==> src/rtl/core/luvak_div.sv <==
// Pipelined restoring divider, one quotient bit per stage, truncating signed result.
module luvak_div #(
	parameter int DW = 33,
	parameter int QW = 25,
	parameter int NW = 55
) (
	input  logic                clk,
	input  logic [NW-1:0]       num,
	input  logic [DW-1:0]       den,
	input  logic                neg,
	output logic signed [QW:0]  quo
);

	localparam int RW = DW + QW;

	logic [RW-1:0] rem_w [QW+1];
	logic [DW-1:0] den_w [QW+1];
	logic [QW-1:0] q_w   [QW+1];
	logic          neg_w [QW+1];

	assign rem_w[0] = RW'(num);
	assign den_w[0] = den;
	assign q_w[0]   = '0;
	assign neg_w[0] = neg;

	for (genvar g = 0; g < QW; g++) begin : g_stage
		localparam int B = QW - 1 - g;
		logic [RW-1:0] dsh;
		logic          ge;
		logic [RW-1:0] rem_s;
		logic [DW-1:0] den_s;
		logic [QW-1:0] q_s;
		logic          neg_s;

		always_comb begin
			dsh = RW'(den_w[g]) << B;
			ge  = rem_w[g] >= dsh;
		end

		always_ff @(posedge clk) begin
			rem_s <= ge ? rem_w[g] - dsh : rem_w[g];
			q_s   <= ge ? (q_w[g] | (QW'(1) << B)) : q_w[g];
			den_s <= den_w[g];
			neg_s <= neg_w[g];
		end

		assign rem_w[g+1] = rem_s;
		assign den_w[g+1] = den_s;
		assign q_w[g+1]   = q_s;
		assign neg_w[g+1] = neg_s;
	end

	always_ff @(posedge clk) begin
		quo <= neg_w[QW] ? -$signed({1'b0, q_w[QW]}) : $signed({1'b0, q_w[QW]});
	end

endmodule

==> config.mk <==
export PLATFORM = sky130hd
export DESIGN_NAME = luvak_div
export DESIGN_NICKNAME = d
export VERILOG_FILES = /design/src/rtl/core/luvak_div.sv
export SDC_FILE = /design/constraint.sdc
export NUM_CORES = 2
export LEC_CHECK = 0
export BUFFER_PORTS_ARGS = -buffer_cell sky130_fd_sc_hd__buf_4
export CORE_MARGIN = 2
export CORE_UTILIZATION = 55
export CTS_BUF_LIST = sky130_fd_sc_hd__clkbuf_16
export DETAILED_ROUTE_END_ITERATION = 8
export PLACE_DENSITY = 0.74
export SLEW_MARGIN = 20
export SYNTH_ARGS = -nofsm -noshare
export SYNTH_HDL_FRONTEND = slang
export SYNTH_SLANG_ARGS = --single-unit
==> constraint.sdc <==
create_clock -name clk -period 3.8 [get_ports clk]
set_input_delay 0.19 -clock clk [delete_from_list [all_inputs] [get_ports clk]]
set_output_delay 0.19 -clock clk [all_outputs]
set_load 0.05 [all_outputs]
Word-level counts from Yosys, hierarchy flattened:

Cells that the tools add are included.

* logic and storage cells: 201
* register bits after elaboration: 2860
* output and inout port bits: 26

* magnitude comparators: 25
* add/subtract/negate cells: 25
* muxes and demuxes: 26

Operators by type and width (count)
* $mux 58: 23
* $ge 58x33->1: 1
* $ge 58x34->1: 1
* $ge 58x35->1: 1
* $ge 58x36->1: 1
* $ge 58x37->1: 1
* $ge 58x38->1: 1
* $ge 58x39->1: 1
* $ge 58x40->1: 1
* $ge 58x41->1: 1
* $ge 58x42->1: 1
* $ge 58x43->1: 1
* $ge 58x44->1: 1
* $ge 58x45->1: 1
* $ge 58x46->1: 1
* $ge 58x47->1: 1
* $ge 58x48->1: 1
* $ge 58x49->1: 1
* $ge 58x50->1: 1
* $ge 58x51->1: 1
* $ge 58x52->1: 1
* $ge 58x53->1: 1
* $ge 58x54->1: 1
* $ge 58x55->1: 1
* other kinds (29): 30

Longest topological paths before layout:

* depth in word-level cells: 2
* depth in mapped cells: 17
* depth with buffers taken out: 16

Least setup slack after synthesis:

No wires, ideal clock.

* kind: reg-to-reg
* start point: register g_stage[16].rem_s[7]
* end point: register g_stage[17].rem_s[47]
* path buffers: 0
* setup slack: 35 ps
* cell stages (with the launch flop): 16
* library setup time: 119 ps
* arrival time: 3646 ps
* path through: dfxtp_1 -> inv_1 -> ha_1 -> inv_1 -> fa_1 -> a21o_1 -> a21o_1 -> a2111oi_0 -> o21ai_0 -> a31o_2 -> a21oi_1 -> o31a_1 -> o21ai_0 -> a31o_2 -> or2_2 -> xnor2_1

* cells in the longest elaborated chain, start to end: 2
* elaborated cells between the ends (all ways): 3
* those cells by class: add/sub: 1; order compare: 1; mux: 1

Ends and longest elaborated chain
* start, declared: line 30 `logic [RW-1:0] rem_s;`
* start signal, assigned: line 41 `rem_s <= ge ? rem_w[g] - dsh : rem_w[g];`
* $sub 58x40->58 / $ge 58x40->1 (equally long branches): line 41, 37
* $mux 58 (*): line 41
* end signal, assigned: line 41
* end, declared: line 30

Mark *: on every way between the ends. The rest lies on a longest branch, timed or not.
A chain may end at the register's enable or synchronous reset.

Worst setup path in the final report:

* start point: register g_stage[20].rem_s[3]
* end point: register g_stage[21].rem_s[49]

* cells in the longest elaborated chain, start to end: 2
* elaborated cells between the ends (all ways): 3
* those cells by class: add/sub: 1; order compare: 1; mux: 1

Ends and longest elaborated chain (line)
* start, declared: 30
* start signal, assigned: 41
* $sub 58x36->58 / $ge 58x36->1 (equally long branches): 41, 37
* $mux 58 (*): 41
* end signal, assigned: 41
* end, declared: 30

Marked as above.

==> impl_metrics.tcl <==
set metrics [dict create \
    status "finished, final reports clean" \
    fin_crit_ps 3790 \
    rsz0062_at_grt "true" \
    tightest_slew_ps 786 \
    area_growth_pct 16.8 \
    synth.distinct_cells 93 \
    final_common_cell "dfxtp_1" \
    mappedNetlistArea_sq_um 113000 \
    p_sw_mw 46.4 \
    fin_area_sq_um 132000 \
    crit_arrival_ps 4570 \
    synth_top_family_by_area "compound AO/OA/AOI/OAI gates" \
    die_w_um 457 \
    start_util 0.553 \
    via_per_inst 5.72 \
    hold_path.class "input pin to flip-flop" \
    netSwitchingFraction 0.389 \
    holdPathEnd "g_stage[0].rem_s[43]" \
    worst_slack_ps 9.44 \
    overflow 0 \
    drtPass1Iterations 6 \
    ant_nets 0 \
    fmax_mhz 264 \
    yosysTopAreaCell "dfxtp_1" \
    synth-edff-count 0 \
    setup_viol 0 \
    crit_slowest_cell "or4_4" \
    portBuffers 115 \
    die_area_sq_um 209000 \
    antenna_found_initial 25 \
    cts_buffers 280 \
    finalHoldViolCount 0 \
    synth_top_area_share 0.453 \
    crit_family "compound AO/OA/AOI/OAI gates" \
    synth_fp_nets 13300 \
    whs_path_depth 3 \
    final_cell_mix "dfxtp_1, inv_1, a21oi_1, nand2_1, nor2_1" \
    grt_max_degree 68 \
    worst_setup_path_start_kind "flip-flop" \
    drt-total-wl_mm 319 \
    synth_compound_area_frac 0.171 \
    grt.met2_usage 0.493 \
    synth_flop_cell "dfxtp_1" \
    slew_headroom 0.475 \
    use_met3 0.0454 \
    drtIter0Drc 7312 \
    synthAdderAreaFrac 0.0954 \
    wl_per_cell_um 19.9 \
    core.rowCount 166 \
    cts.path.max_buffers 4 \
    clock_skew_ps 93.1 \
    root_buffer "clkbuf_16" \
    slew_violations 0 \
    syn_inst 12400 \
    num_vias 91600 \
    post-dp-hpwl_mm 245 \
    ys_ff_latch 2560 \
    rr_worst_depth 15 \
    endpoint_kind "flip-flop" \
    leakage_nw 59.4 \
    nets 14100 \
    dp_cells 15300 \
    clk_latency_ps 970 \
    critPathKind "flip-flop to flip-flop" \
    dpl_cell_area_sq_um 120000 \
    cp_num_buf_inv 2 \
    drc 0 \
    busiest_layer "met2" \
    cts_tree "done" \
    max_cap_violations 0 \
    critPathRequiredTime_ps 4580 \
    fin_crit_sh 0.998 \
    crit_chain "inv_2 -> ha_4 -> inv_1 -> fa_2 -> a211o_1 -> a211oi_4 -> o311ai_4 -> o2111ai_2 -> and3_4 -> o31ai_4 -> a31o_2 -> nor4bb_1 -> or3_1 -> or4_4 -> xnor2_1" \
    seq_power_share 0.338 \
    peakVddDrop_mv 0.573 \
    postSynthAreaPerCell_sq_um 9.14 \
    clkSinkCount 2560 \
    min-delay-start "num[43]" \
    core_area_sq_um 204000 \
    layout.cells.non_filler 16000 \
    ff2ff_setup_slack_ps 9 \
    ys_warn_count 0 \
    synth_simple_gate_area_frac 0.139 \
    setup_tns_ps 0 \
    worstPathMaxFanout 3 \
    grt_pass1_vias 89900 \
    dp_slack_ps -640 \
    gp_congestion 1.03 \
    fin_hold_ws_ps 87.0 \
    crit-reg2reg-launch "g_stage[20].rem_s[3]" \
    comb_power_share 0.445 \
    worstReg2RegEnd "g_stage[21].rem_s[49]" \
    nFillCells 16700 \
    ys_seq_area_frac 0.453 \
    worst_path_largest_cell_delay_ps 430 \
    htreeDepth 5 \
    clkPwrFrac 0.216 \
    synth.area.mux_share 0.0165 \
    die_h_um 457 \
    path_clk_slew_ps 60 \
    grt_pass1_wl_mm 494 \
    grt_util_met1 0.382 \
    synth.area.top_cells "dfxtp_1, ha_1, a21oi_1" \
    boundaryPins 116 \
    drive_above_1_share 0.113 \
    synth-xor-area-share 0.0779 \
    grtUsageTotal 0.294 \
    power_density_nw_per_um2 905 \
    p_int_mw 73.0 \
    synthArstFlopShare 0 \
]
-- state kept, by name, indices dropped and copies added (netlist names) --
signal and cells:
g_stage.neg_s 25, g_stage.den_s 792, g_stage.q_s 325, quo 26, g_stage.rem_s 1392
-- Yosys cell counts (18+ instances only) --
cell type	count
o21a_1	103
ha_1	824
mux2_2	144
o31ai_1	68
nand3_1	220
o21ai_0	742
and2_1	43
a221oi_1	25
a31oi_1	110
o21bai_1	106
o22ai_1	18
xor2_1	409
fa_1	24
clkbuf_1	300
nand4_1	183
o221ai_1	22
a211o_1	18
nand4b_1	29
nor3b_1	22
nor3_1	213
a21o_1	474
nor4_1	161
nand3b_1	26
o31a_1	20
nor2_1	821
buf_1	23
nor4b_1	29
or2_2	42
or3_1	93
dfxtp_1	2560
or4_1	53
nand2b_1	128
nand2_1	906
nor2b_1	114
a211oi_1	71
a21oi_1	1125
o211ai_1	56
xnor2_1	596
a21boi_0	26
and3_1	80
inv_1	1067
-- cell families after synthesis --
| logic type | count (synthesis) |
|---|---|
| compound gates | 3163 |
| xor+xnor | 1005 |
| fa+ha+maj | 848 |
| buf+inv | 1407 |
| flops | 2560 |
| mux | 164 |
| simple gates | 3217 |
-- metrics by stage --
step	power, mW	utilization
final	119	0.646
after CTS	118	0.641
after detailed placement	91.2	0.587
after global placement	90.4	0.587
after global routing	127	0.646
after floorplan	75.4	-
-- routing by layer --
metal | up-vias | part of all wire | routed length [um]
met5 | - | 0.00031 | 98
met3 | 785 | 0.060 | 19000
met2 | 2971 | 0.46 | 147000
met4 | 14 | 0.040 | 12800
li1 | 44500 | - | -
met1 | 43300 | 0.44 | 139000
-- area by class of cell --
type / count / area (sq um) / area share
Timing Repair Buffer: 807 / 6800 / 0.0515
Clock inverter: 187 / 1550 / 0.0117
Sequential cell: 2560 / 51300 / 0.388
Inverter: 1070 / 4020 / 0.0304
Tap cell: 2688 / 3360 / 0.0255
Antenna cell: 17 / 42.5 / 0.000322
Clock buffer: 284 / 7110 / 0.0538
Multi-Input combinational cell: 8398 / 57900 / 0.438
-- tightest hold or removal path, stage by stage --
cell and delay [ps]:
dlygate4sd3_1 570, buf_4 130, mux2_2 130
-- how the worst max path moves through the flow --
| stage | start | slack, ps | endpoint | depth (start not counted) |
|---|---|---|---|---|
| 4_1_cts | g_stage[15].den_s[11] | -50 | g_stage[16].rem_s[48] | 15 |
| 2_1_floorplan | g_stage[16].rem_s[7] | 30 | g_stage[17].rem_s[47] | 15 |
| 5_1_grt | g_stage[15].den_s[9] | -180 | g_stage[16].rem_s[52] | 14 |
| 3_3_place_gp | g_stage[15].den_s[11] | -1720 | g_stage[16].rem_s[44] | 13 |
| 6_report | g_stage[20].rem_s[3] | 9 | g_stage[21].rem_s[49] | 15 |
| 3_5_place_dp | g_stage[15].den_s[11] | -640 | g_stage[16].rem_s[44] | 14 |
-- what timing repair did --
item,4_1_cts,5_1_grt
hold buffers,159,0
resized for setup,86,219
pin swaps,21,64
setup endpoints to repair,145,412
buffers inserted,18,24
gates cloned,2,3
hold endpoints to repair,92,0
-- power by group through the flow --
stage	clock [mW]	sequential, mW	combinational (mW)
after floorplan	0	38.0	37.4
after global placement	0	40.6	49.8
after detailed placement	0	40.6	50.5
after CTS	26.2	40.2	51.6
after global routing	27.3	41.0	58.6
final	25.8	40.4	53.2
Note: power is estimated with default switching activity, not from simulation.
